===== config.mk =====
export PLATFORM = sky130hd
export DESIGN_NAME = load_cell_deglitch_weigher_core
export DESIGN_NICKNAME = d
export VERILOG_FILES = /design/src/rtl/core/lcdw_pkg.sv /design/src/rtl/core/load_cell_deglitch_weigher_core.sv /design/src/rtl/core/lcdw_ser_mul.sv
export SDC_FILE = /design/constraint.sdc
export NUM_CORES = 1
export LEC_CHECK = 0
export BUFFER_PORTS_ARGS = -buffer_cell sky130_fd_sc_hd__buf_2
export CELL_PAD_IN_SITES_DETAIL_PLACEMENT = 2
export CELL_PAD_IN_SITES_GLOBAL_PLACEMENT = 2
export CORE_UTILIZATION = 40
export DETAILED_ROUTE_END_ITERATION = 10
export HOLD_SLACK_MARGIN = 0.15
export MAX_ROUTING_LAYER = met4
export PLACE_DENSITY_LB_ADDON = 0.1
export SLEW_MARGIN = 15
export SYNTH_ARGS = -nofsm -noshare
export SYNTH_HDL_FRONTEND = slang
export SYNTH_HIERARCHICAL = 1
export SYNTH_SLANG_ARGS = --single-unit

===== constraint.sdc =====
create_clock -name clk -period 5.5 [get_ports clk]
set_input_delay 0.55 -clock clk [delete_from_list [all_inputs] [get_ports clk]]
set_output_delay 0.55 -clock clk [all_outputs]
set_load 0.03 [all_outputs]

===== src/rtl/core/lcdw_pkg.sv =====
`timescale 1ns / 1ps
`default_nettype none

package lcdw_pkg;

  localparam int WEIGHT_WIDTH = 24;
  localparam int MAX_REJECTS  = 3;

  // field and register widths
  localparam int RAW_W       = 24;
  localparam int GAIN_W      = 24;
  localparam int TRIM_W      = 17;
  localparam int TARE_W      = 21;
  localparam int GLITCH_W    = 20;
  localparam int CAP_W       = 20;
  localparam int MISSED_W    = 8;
  localparam int ERR_W       = 2;
  localparam int CFG_W       = 24;
  localparam int CFG_IDX_W   = 3;
  localparam int OUT_FIELD_W = 24;
  localparam int OUT_TDATA_W = 56;
  localparam int OUT_PAD_W   = OUT_TDATA_W - 2 * OUT_FIELD_W - ERR_W;

  localparam int MARGIN      = 1600;
  localparam int FRAC_W      = 16;

  // serial multiplier geometry
  localparam int DIFF_W    = RAW_W + 1;
  localparam int MUL_A_W   = (WEIGHT_WIDTH > DIFF_W) ? WEIGHT_WIDTH : DIFF_W;
  localparam int MUL_B_W   = GAIN_W;
  localparam int DIGIT_W   = 4;
  localparam int NUM_DIG   = MUL_B_W / DIGIT_W;
  localparam int DIG_CNT_W = $clog2(NUM_DIG + 1);
  localparam int ACC_W     = MUL_A_W + DIGIT_W + 1;
  localparam int PROD_W    = MUL_A_W + MUL_B_W;
  localparam int RND_W     = PROD_W - FRAC_W;

  localparam int RUN_W = $clog2(MAX_REJECTS + 1);
  localparam int JMP_W = (WEIGHT_WIDTH + 1 > GLITCH_W) ? WEIGHT_WIDTH + 1 : GLITCH_W + 1;
  localparam int CMP_W = (WEIGHT_WIDTH > 21) ? WEIGHT_WIDTH + 1 : 23;

  typedef enum logic [ERR_W-1:0] {
    ERR_NONE   = 2'd0,
    ERR_RANGE  = 2'd1,
    ERR_NEG    = 2'd2,
    ERR_NOREAD = 2'd3
  } err_t;

  typedef enum logic [CFG_IDX_W-1:0] {
    REG_RAW_OFFSET   = 3'd0,
    REG_COUNT_GAIN   = 3'd1,
    REG_TRIM_FACTOR  = 3'd2,
    REG_TARE_WEIGHT  = 3'd3,
    REG_GLITCH_LIMIT = 3'd4,
    REG_CAPACITY     = 3'd5,
    REG_MISSED_LIMIT = 3'd6
  } cfg_idx_t;

  typedef enum logic [3:0] {
    ST_IDLE,
    ST_GAIN,
    ST_GROSS,
    ST_JUMP,
    ST_JUDGE,
    ST_TRIM,
    ST_NET,
    ST_CHECK,
    ST_DONE
  } state_t;

  typedef struct packed {
    logic                      start;
    logic signed [MUL_A_W-1:0] mcand;
    logic [MUL_B_W-1:0]        mplier;
  } mul_req_t;

endpackage

`default_nettype wire


===== src/rtl/core/load_cell_deglitch_weigher_core.sv =====
// a tick without a sample goes from idle straight to ST_DONE; a tick with a sample
//   passes ST_GAIN, ST_GROSS, ST_JUMP, ST_JUDGE, ST_TRIM, ST_NET and ST_CHECK first
// a new tick is taken only in ST_IDLE, and ST_DONE waits for a free output register;
//   a sample takes two passes through the shared 4-bit serial multiplier, 6 digits each
// reset (rst, synchronous, active high) restores the configuration registers to their
//   defaults, clears the weight state and error and empties the output register
`timescale 1ns / 1ps
`default_nettype none

module load_cell_deglitch_weigher_core
  import lcdw_pkg::*;
(
  input  wire logic                   clk,
  input  wire logic                   rst,
  // configuration
  input  wire logic                   cfg_we,
  input  wire logic [CFG_IDX_W-1:0]   cfg_index,
  input  wire logic [CFG_W-1:0]       cfg_data,
  // input ticks
  input  wire logic                   s_axis_tvalid,
  output logic                        s_axis_tready,
  input  wire logic [RAW_W-1:0]       s_axis_tdata,   // raw_sample
  input  wire logic [0:0]             s_axis_tuser,   // sample_valid
  // results
  output logic                        m_axis_tvalid,
  input  wire logic                   m_axis_tready,
  output logic [OUT_TDATA_W-1:0]      m_axis_tdata,   // net_weight, gross_weight, error_code
  output logic [0:0]                  m_axis_tuser    // sample_rejected
);

  localparam logic signed [RND_W:0] W_MAX =
    (RND_W + 1)'((64'sd1 <<< (WEIGHT_WIDTH - 1)) - 64'sd1);
  localparam logic signed [RND_W:0] W_MIN =
    (RND_W + 1)'(-(64'sd1 <<< (WEIGHT_WIDTH - 1)));

  function automatic logic signed [WEIGHT_WIDTH-1:0] sat_w(input logic signed [RND_W:0] v);
    priority if (v > W_MAX) begin
      return W_MAX[WEIGHT_WIDTH-1:0];
    end else if (v < W_MIN) begin
      return W_MIN[WEIGHT_WIDTH-1:0];
    end else begin
      return v[WEIGHT_WIDTH-1:0];
    end
  endfunction

  // configuration registers
  logic signed [RAW_W-1:0]  raw_offset;
  logic [GAIN_W-1:0]        count_gain;
  logic [TRIM_W-1:0]        trim_factor;
  logic signed [TARE_W-1:0] tare_weight;
  logic [GLITCH_W-1:0]      glitch_limit;
  logic [CAP_W-1:0]         capacity;
  logic [MISSED_W-1:0]      missed_limit;

  // weigher state
  state_t                          state;
  state_t                          state_next;
  logic signed [WEIGHT_WIDTH-1:0]  accepted_gross;
  logic                            first_pending;
  logic [RUN_W-1:0]                reject_run;
  logic [MISSED_W-1:0]             missed_ticks;
  err_t                            sticky_error;
  logic signed [WEIGHT_WIDTH-1:0]  last_net;
  logic                            rejected;

  // working registers
  logic signed [RND_W-1:0]         rnd;
  logic signed [WEIGHT_WIDTH-1:0]  gross_cand;
  logic [JMP_W-1:0]                jump_abs;

  // output register
  logic [OUT_FIELD_W-1:0]          out_net;
  logic [OUT_FIELD_W-1:0]          out_gross;
  err_t                            out_err;
  logic                            out_rej;

  // datapath nets
  mul_req_t                        mul_req;
  logic                            mul_done;
  logic signed [PROD_W-1:0]        mul_product;
  logic signed [PROD_W-1:0]        rnd_sum;
  logic signed [DIFF_W-1:0]        diff;
  logic signed [JMP_W-1:0]         jump;
  logic                            accept_new;
  logic signed [WEIGHT_WIDTH-1:0]  judge_gross;
  logic [MISSED_W-1:0]             missed_inc;
  logic signed [CMP_W-1:0]         net_ext;
  logic signed [CMP_W-1:0]         cap_lim;
  logic signed [CMP_W-1:0]         neg_lim;
  logic                            in_xfer;
  logic                            out_free;
  logic                            rnd_load;

  assign in_xfer  = s_axis_tvalid && s_axis_tready;
  assign out_free = !m_axis_tvalid || m_axis_tready;

  always_comb begin
    diff        = DIFF_W'($signed(s_axis_tdata)) - DIFF_W'(raw_offset);
    rnd_sum     = mul_product
                  + signed'({{(PROD_W-FRAC_W){1'b0}}, 1'b1, {(FRAC_W-1){1'b0}}});
    jump        = JMP_W'(gross_cand) - JMP_W'(accepted_gross);
    accept_new  = first_pending || (jump_abs <= JMP_W'(glitch_limit))
                  || (reject_run >= RUN_W'(MAX_REJECTS));
    judge_gross = accept_new ? gross_cand : accepted_gross;
    missed_inc  = (missed_ticks == '1) ? missed_ticks : missed_ticks + 1'b1;
    net_ext     = CMP_W'(last_net);
    cap_lim     = signed'(CMP_W'(capacity) + CMP_W'(MARGIN));
    neg_lim     = -signed'(CMP_W'(MARGIN));
  end

  // configuration writes
  always_ff @(posedge clk) begin
    if (rst) begin
      raw_offset   <= '0;
      count_gain   <= GAIN_W'(65536);
      trim_factor  <= TRIM_W'(65536);
      tare_weight  <= '0;
      glitch_limit <= GLITCH_W'(1600);
      capacity     <= CAP_W'(24000);
      missed_limit <= MISSED_W'(50);
    end else if (cfg_we) begin
      unique case (cfg_idx_t'(cfg_index))
        REG_RAW_OFFSET:   raw_offset   <= cfg_data[RAW_W-1:0];
        REG_COUNT_GAIN:   count_gain   <= cfg_data[GAIN_W-1:0];
        REG_TRIM_FACTOR:  trim_factor  <= cfg_data[TRIM_W-1:0];
        REG_TARE_WEIGHT:  tare_weight  <= cfg_data[TARE_W-1:0];
        REG_GLITCH_LIMIT: glitch_limit <= cfg_data[GLITCH_W-1:0];
        REG_CAPACITY:     capacity     <= cfg_data[CAP_W-1:0];
        REG_MISSED_LIMIT: missed_limit <= cfg_data[MISSED_W-1:0];
        default: ;
      endcase
    end
  end

  // next state
  always_comb begin
    state_next = state;
    unique case (state)
      ST_IDLE:  if (s_axis_tvalid) state_next = s_axis_tuser[0] ? ST_GAIN : ST_DONE;
      ST_GAIN:  if (mul_done) state_next = ST_GROSS;
      ST_GROSS: state_next = ST_JUMP;
      ST_JUMP:  state_next = ST_JUDGE;
      ST_JUDGE: state_next = ST_TRIM;
      ST_TRIM:  if (mul_done) state_next = ST_NET;
      ST_NET:   state_next = ST_CHECK;
      ST_CHECK: state_next = ST_DONE;
      ST_DONE:  if (out_free) state_next = ST_IDLE;
      default:  state_next = ST_IDLE;
    endcase
  end

  // state outputs
  always_comb begin
    s_axis_tready  = 1'b0;
    rnd_load       = 1'b0;
    mul_req.start  = 1'b0;
    mul_req.mcand  = MUL_A_W'(diff);
    mul_req.mplier = count_gain;
    unique case (state)
      ST_IDLE: begin
        s_axis_tready = 1'b1;
        mul_req.start = s_axis_tvalid && s_axis_tuser[0];
      end
      ST_GAIN, ST_TRIM: rnd_load = mul_done;
      ST_JUDGE: begin
        mul_req.start  = 1'b1;
        mul_req.mcand  = MUL_A_W'(judge_gross);
        mul_req.mplier = MUL_B_W'(trim_factor);
      end
      default: ;
    endcase
  end

  always_ff @(posedge clk) begin
    if (rst) begin
      state <= ST_IDLE;
    end else begin
      state <= state_next;
    end
  end

  lcdw_ser_mul u_mul (
    .clk     (clk),
    .rst     (rst),
    .req     (mul_req),
    .done    (mul_done),
    .product (mul_product)
  );

  // weigher state updates
  always_ff @(posedge clk) begin
    if (rst) begin
      accepted_gross <= '0;
      first_pending  <= 1'b1;
      reject_run     <= '0;
      missed_ticks   <= '0;
      sticky_error   <= ERR_NONE;
      last_net       <= '0;
      rejected       <= 1'b0;
    end else begin
      unique case (state)
        ST_IDLE: begin
          if (in_xfer) begin
            rejected     <= 1'b0;
            missed_ticks <= s_axis_tuser[0] ? '0 : missed_inc;
            if (missed_inc > missed_limit) sticky_error <= ERR_NOREAD;
          end
        end
        ST_JUDGE: begin
          if (accept_new) begin
            accepted_gross <= gross_cand;
            reject_run     <= '0;
            first_pending  <= 1'b0;
          end else begin
            reject_run <= reject_run + 1'b1;
            rejected   <= 1'b1;
          end
        end
        ST_NET: last_net <= sat_w((RND_W + 1)'(rnd) - (RND_W + 1)'(tare_weight));
        ST_CHECK: begin
          priority if (net_ext > cap_lim) begin
            sticky_error <= ERR_RANGE;
          end else if (net_ext < neg_lim) begin
            sticky_error <= ERR_NEG;
          end
        end
        default: ;
      endcase
    end
  end

  // working registers
  always_ff @(posedge clk) begin
    if (rnd_load) rnd <= rnd_sum[PROD_W-1:FRAC_W];
    if (state == ST_GROSS) gross_cand <= sat_w((RND_W + 1)'(rnd));
    if (state == ST_JUMP) jump_abs <= (jump < 0) ? JMP_W'(-jump) : JMP_W'(jump);
  end

  // output register
  always_ff @(posedge clk) begin
    if (rst) begin
      m_axis_tvalid <= 1'b0;
    end else if (state == ST_DONE && out_free) begin
      m_axis_tvalid <= 1'b1;
    end else if (m_axis_tready) begin
      m_axis_tvalid <= 1'b0;
    end
  end

  always_ff @(posedge clk) begin
    if (state == ST_DONE && out_free) begin
      out_net   <= OUT_FIELD_W'(last_net);
      out_gross <= OUT_FIELD_W'(accepted_gross);
      out_err   <= sticky_error;
      out_rej   <= rejected;
    end
  end

  assign m_axis_tdata = {{OUT_PAD_W{1'b0}}, out_err, out_gross, out_net};
  assign m_axis_tuser = out_rej;

`ifndef ASSERT_OFF
  a_empty_tick_short: assert property (@(posedge clk) disable iff (rst)
    (in_xfer && !s_axis_tuser[0]) |=> (state == ST_DONE))
    else $error("tick without a sample did not go straight to the result");

  a_mul_done_waited: assert property (@(posedge clk) disable iff (rst)
    mul_done |-> (state == ST_GAIN || state == ST_TRIM))
    else $error("multiplier finished outside a waiting state");

  a_reject_run_bound: assert property (@(posedge clk) disable iff (rst)
    reject_run <= RUN_W'(MAX_REJECTS))
    else $error("rejection run beyond its limit");

  a_error_sticky: assert property (@(posedge clk) disable iff (rst)
    (sticky_error != ERR_NONE) |=> (sticky_error != ERR_NONE))
    else $error("sticky error cleared without reset");
`endif

endmodule

`default_nettype wire


===== src/rtl/core/lcdw_ser_mul.sv =====
`timescale 1ns / 1ps
`default_nettype none

module lcdw_ser_mul
  import lcdw_pkg::*;
(
  input  wire logic                     clk,
  input  wire logic                     rst,
  input  wire mul_req_t                 req,
  output logic                          done,
  output logic signed [PROD_W-1:0]      product
);

  logic                      busy;
  logic [DIG_CNT_W-1:0]      cnt;
  logic signed [MUL_A_W-1:0] a_reg;
  logic [MUL_B_W-1:0]        b_sh;
  logic signed [ACC_W-1:0]   acc;
  logic [MUL_B_W-1:0]        lo_sh;

  logic signed [DIGIT_W:0]   d_s;
  logic signed [ACC_W-1:0]   pp;
  logic signed [ACC_W-1:0]   sum;
  logic signed [ACC_W-1:0]   acc_next;
  logic [MUL_B_W-1:0]        lo_next;

  // one multiplier digit per cycle, least significant first
  always_comb begin
    d_s      = signed'({1'b0, b_sh[DIGIT_W-1:0]});
    pp       = ACC_W'(a_reg) * ACC_W'(d_s);
    sum      = acc + pp;
    acc_next = sum >>> DIGIT_W;
    lo_next  = {sum[DIGIT_W-1:0], lo_sh[MUL_B_W-1:DIGIT_W]};
  end

  always_ff @(posedge clk) begin
    if (rst) begin
      busy <= 1'b0;
      cnt  <= '0;
      done <= 1'b0;
    end else begin
      done <= 1'b0;
      if (req.start) begin
        busy <= 1'b1;
        cnt  <= DIG_CNT_W'(NUM_DIG);
      end else if (busy) begin
        cnt <= cnt - 1'b1;
        if (cnt == DIG_CNT_W'(1)) begin
          busy <= 1'b0;
          done <= 1'b1;
        end
      end
    end
  end

  always_ff @(posedge clk) begin
    if (req.start) begin
      a_reg <= req.mcand;
      b_sh  <= req.mplier;
      acc   <= '0;
      lo_sh <= '0;
    end else if (busy) begin
      acc   <= acc_next;
      lo_sh <= lo_next;
      b_sh  <= b_sh >> DIGIT_W;
    end
  end

  assign product = {acc[MUL_A_W-1:0], lo_sh};

endmodule

`default_nettype wire

==> results.ini, run 1 <==
[outcome]
outcome = complete, no violations

[setup_path]
crit_path_end_kind = flip-flop
crit_chain = buf_6, nand2_1, fa_1, inv_1, fa_1, inv_1, fa_1, inv_1, ha_1, a2111oi_4, o21ai_2, a221oi_4, nand2_1, nor3_2, a21oi_1, a311oi_1
start_kind = flip-flop
arrival_ns = 5.35
crit_family = adder cells
critPathMaxStageDelay_ns = 0.85
worstPathMaxFanout = 14
crit_path_top_delay_cell = edfxtp_1
crit_buf_inv = 4
crit_type = reg -> reg
crit_required_ns = 6.00

[layout]
regMostFlops = rnd
nNetsFinal = 3464
seq_area_sq_um = 10300
multiInputGateArea_sq_um = 15200
largest_reg_flops = 33
layout.cells.non_filler = 4048
syn_to_final_growth_pct = 10.7
nFillCells = 7346
top_regs = rnd: 33 flops, u_mul/acc: 26 flops
drive_above_1_share_pct = 8.92

[timing]
setup_tns_ns = 0
finalCritPeriodShare_pct = 88.3
hold_violations = 0
layout_min_cycle_time_ns = 4.85
fin_skew_ns = 0.0264
setup_viol = 0
rsz0062_at_grt = no
slew_violations = 0
fmax_mhz = 206
maxSlewHeadroom_pct = 25.2
worstMarginPinSlew_ns = 1.12

[placed_design]
globalplace.congestion = 0.892
dpl.cell_count = 3952
port_buffers = 109
dp_hpwl_um = 74100

[power_and_ir_drop]
power_density_nw_per_um2 = 383
p_leak_uw = 0.0119
peakVddDrop_mv = 0.594
power_uw = 11600

[global_route]
first_global_vias = 25200
grt_usage_pct = 29.7
grt_pass1_wl_um = 154000
grt_max_degree = 88
antenna_found_initial = 3
grt_overflow = 0

[clock_tree]
clk_latency_ns = 0.62
cts.clk_slew.worst_paths_ns = 0.06
cts_tree = done
cts_buffers = 50
cts.htree.levels = 2
root_buffer = clkbuf_16
tritoncts_num_sinks = 423
cts.repair.resized = 0
ctsLongestPathBuffers = 3

[synth]
synth_cells = 3102
ys_warn_count = 6
synthesis.area_sq_um = 27300
avgSynthCellArea_sq_um = 8.79

[routing]
vias = 23100
wirelength_um = 100000
drtAntennaViolNets = 0
routed_via_density = 5.70
routedWlPerCell_um = 24.7
drt_iter0_markers = 1234
dr.pass1.iters = 5
remaining_drc_errors = 0

[floorplan]
initial_utilization_pct = 40.5
die_y_um = 263
dieWidth_um = 263
fp-row-count = 95
io_pins = 116
core_sq_um = 67300
die_area_sq_um = 69200

[run]
drv_cap = 0

[hold_path]
min-delay-path-class = in -> reg

## tightest hold or removal path, cell delays in order
cell and delay [ns]:
buf_2 0.11, nand2_1 0.05, a21oi_1 0.05
## per-layer routing
| layer | global-route usage [%] | up-vias | wire length, um |
|---|---|---|---|
| li1 | - | 10700 | - |
| met1 | 37.8 | 11900 | 44900 |
| met2 | 50.6 | 341 | 49800 |
| met3 | 2.37 | 121 | 2630 |
| met4 | 8.41 | 0 | 2640 |
| met5 | - | - | 0 |
## layout by cell type (no fill, tap or decap), drive strengths merged, types with 19 or more instances in the layout
cell	instances
o21ai	124
fa	79
mux2i	39
xnor2	97
nand2	529
xor2	52
buf	134
inv	291
a21o	69
mux2	25
nand2b	29
nand3	64
a21oi	304
and2	65
nand4	39
a211oi	30
o21a	33
dfxtp	241
ha	196
and3	19
nor3	45
nor2	151
clkbuf	67
edfxtp	182
nor2b	35
## final timing paths
kind	slack (ns)	start	end	cells after the start
worst min-delay path	0.20	cfg_data[22]	count_gain[22]$_SDFFE_PP0P_	3
worst max-delay path	0.65	u_mul/b_sh[0]$_DFFE_PP_	u_mul/acc[24]$_SDFFE_PP0P_	16
worst max register to register	0.65	u_mul/b_sh[0]$_DFFE_PP_	u_mul/acc[24]$_SDFFE_PP0P_	16
worst min register to register	0.45	sticky_error[1]$_SDFFE_PP0P_	out_err[1]$_DFFE_PP_	0
## area by class of cell
cell class              count  area share [%]
diodes                      1         0.00829
clock buffers              67            4.56
clock inverters            27            1.16
inverters                 290            3.61
multi-input cells        2233            50.4
flip-flops and latches    423            34.1
well taps                 873            3.62
repair buffers            134            2.50
## power breakdown
part / switching (uW) / leakage (uW) / internal (uW) / total [uW]
clock: 1480 / 0.000818 / 2050 / 3530
combinational: 2700 / 0.00741 / 1580 / 4280
sequential: 247 / 0.00364 / 3490 / 3740
## repair_timing
action | CTS | global route
buffers inserted | 0 | 1
endpoints found under the setup margin | 0 | 1
hold buffers | 0 | 0
## per-stage QoR
step	util, %	setup WS [ns]	instance area, sq um	hold slack, ns
2_1_floorplan	-	1.10	27300	0.401
3_3_place_gp	42.3	0.707	28400	0.418
3_5_place_dp	42.3	0.413	28400	0.427
4_1_cts	44.8	0.343	30200	0.165
5_1_grt	44.8	0.350	30200	0.195
6_report	44.8	0.646	30200	0.200
Power figures use the tool's default switching activity.
==> run 2: changes to the inputs <==
--- a/config.mk
+++ b/config.mk
@@ -5,10 +5,11 @@
 export SDC_FILE = /design/constraint.sdc
 export NUM_CORES = 1
 export LEC_CHECK = 0
+export ABC_AREA = 1
 export BUFFER_PORTS_ARGS = -buffer_cell sky130_fd_sc_hd__buf_2
 export CELL_PAD_IN_SITES_DETAIL_PLACEMENT = 2
 export CELL_PAD_IN_SITES_GLOBAL_PLACEMENT = 2
-export CORE_UTILIZATION = 40
+export CORE_UTILIZATION = 37
 export DETAILED_ROUTE_END_ITERATION = 10
 export HOLD_SLACK_MARGIN = 0.15
 export MAX_ROUTING_LAYER = met4
==> run 2 against run 1 <==
Wire length rose by 9.6%. Die area rose by 16%. Critical path type unchanged. Hold slack improved by 0.048 ns. Utilization fell by 3.1 points. Largest cell class unchanged. Global-route usage fell by 1.7 points.
==> results.ini, run 2 <==
[power_and_ir_drop]
power_density_nw_per_um2 = 534  ; +39%
p_leak_uw = 0.0157  ; +32%
peakVddDrop_mv = 0.504  ; -15%
power_uw = 17300  ; +50%

[routing]
wirelength_um = 110000  ; +9.6%
vias = 26600  ; +15%
drt_iter0_markers = 1125  ; -8.8%
routed_via_density = 5.11  ; -10%
routedWlPerCell_um = 21.1  ; -15%
dr.pass1.iters = 5  ; unchanged
drtAntennaViolNets = 0  ; unchanged
remaining_drc_errors = 0  ; unchanged

[setup_path]
crit_type = reg -> reg
crit_family = adder cells
crit_required_ns = 6.01  ; about the same
crit_chain = buf_4, nand2_1, fa_1, inv_1, fa_1, inv_1, fa_1, inv_1, ha_1, nand2_1, nor2_1, nand2_1, nor2_1, nand2_1, nand4_1, nand3_1, nand2_1, inv_1
crit_buf_inv = 5  ; +1
arrival_ns = 4.87  ; -0.48 ns
critPathMaxStageDelay_ns = 0.78  ; -0.07 ns
path_common_cell = nand2_1
worstPathMaxFanout = 16  ; +2
start_kind = flip-flop
crit_path_top_delay_cell = edfxtp_1
crit_path_end_kind = flip-flop

[layout]
final_common_cell = nand2_1
largest_reg_flops = 33  ; unchanged
nNetsFinal = 4444  ; +28%
top_regs = rnd: 33 flops, u_mul/acc: 26 flops
syn_to_final_growth_pct = 10.8
nFillCells = 9337  ; +27%
mostFrequentLayoutCells = nand2_1 (1060), inv_1 (789), nor2_1 (314)
stdcell_area_sq_um = 32500  ; +7.6%
drive_above_1_share_pct = 7.48  ; -1.4 points
seq_area_sq_um = 10300  ; about the same
regMostFlops = rnd
multiInputGateArea_sq_um = 15400  ; +0.95%

[placed_design]
pre_cts_slack_ns = 1.16  ; +0.746 ns
globalplace.congestion = 0.882  ; -1.1%
dp_hpwl_um = 86700  ; +17%
dpl_cell_area_sq_um = 30700  ; +8.1%
port_buffers = 109  ; unchanged

[clock_tree]
cts_buffers = 52  ; +4.0%
postCtsSetupBuffers = 0  ; unchanged
holdBufCountCts = 0  ; unchanged
cts.repair.resized = 0  ; unchanged
root_buffer = clkbuf_16
cts.htree.levels = 2  ; unchanged
clk_latency_ns = 0.62  ; about the same
ctsLongestPathBuffers = 3  ; unchanged
cts_tree = done
cts.clk_slew.worst_paths_ns = 0.06  ; about the same
tritoncts_num_sinks = 423  ; unchanged

[timing]
setup_tns_ns = 0  ; unchanged
worstMarginPinSlew_ns = 1.04  ; -0.0770 ns
layout_min_cycle_time_ns = 4.36  ; -0.496 ns
maxSlewHeadroom_pct = 30.5  ; +5.3 points
fin_skew_ns = 0.0305  ; +0.00410 ns
finalCritPeriodShare_pct = 79.2  ; -9.0 points
fmax_mhz = 229  ; +11%
rsz0062_at_grt = no
hold_violations = 0  ; unchanged
slew_violations = 0  ; unchanged
setup_viol = 0  ; unchanged
layout_setup_ws_ns = 1.14  ; +0.496 ns

[floorplan]
fp-row-count = 102  ; +7.4%
die_area_sq_um = 80300  ; +16%
core_sq_um = 77800  ; +16%
initial_utilization_pct = 37.6  ; -2.9 points
die_y_um = 283  ; +7.7%
io_pins = 116  ; unchanged
dieWidth_um = 283  ; +7.7%

[global_route]
grt_max_degree = 69  ; -22%
grt_usage_pct = 28.0  ; -1.7 points
first_global_vias = 28800  ; +14%
grt_pass1_wl_um = 169000  ; +9.7%
grt_overflow = 0  ; unchanged
antenna_found_initial = 12  ; +9

[synth]
synthesis.area_sq_um = 29300  ; +7.4%
synth_cells = 4047  ; +30%
ys_warn_count = 6  ; unchanged
avgSynthCellArea_sq_um = 7.24  ; -18%

[run]
drv_cap = 0  ; unchanged

[hold_path]
min-delay-path-class = in -> reg

[outcome]
outcome = complete, no violations

-- run 2: power by group --
group | leakage, uW | internal, uW | switching, uW
combinational | 0.0112 | 3060 | 6540
clock | 0.000834 | 1990 | 1490
sequential | 0.00365 | 3830 | 429
-- run 2: final timing paths --
path,startpoint,end,slack (ns),cells past startpoint
max,u_mul/b_sh[0]$_DFFE_PP_,u_mul/acc[19]$_SDFFE_PP0P_,1.14,18
min,cfg_data[23],count_gain[23]$_SDFFE_PP0P_,0.25,3
max reg2reg,u_mul/b_sh[0]$_DFFE_PP_,u_mul/acc[19]$_SDFFE_PP0P_,1.14,18
min reg2reg,last_net[0]$_SDFFE_PP0P_,out_net[0]$_DFFE_PP_,0.45,0
-- run 2: layout make-up --
class	instances	area share, %
multi-input cells	2698	47.3
flip-flops and latches	423	31.7
inverters	799	9.24
clock buffers	72	4.53
well taps	1040	4.01
repair buffers	138	2.39
clock inverters	26	0.805
diodes	2	0.0154
-- run 2: routing by layer --
layer  up-vias  GRT usage [%]  share of wire (%)  routed length (um)
met2       416           48.8                 50               54300
li1      12800              -                  -                   -
met3       122           1.95                2.9                3170
met4         0           7.32                2.6                2840
met1     13200           34.9                 45               49300
met5         -              -                  0                   0
-- run 2: per-stage QoR --
stage,util (%),hold slack [ns],cells
after floorplan,-,0.399,4052
after CTS,41.7,0.219,5196
final,41.7,0.248,5198
after global placement,39.5,0.413,5098
after global routing,41.7,0.264,5196
after detailed placement,39.5,0.432,5098
-- run 2: worst min-delay path, delay by kind of cell --
| family | cells | cell delay (ns) |
|---|---|---|
| compound gates | 2 | 0.18 |
| buf+inv | 1 | 0.09 |
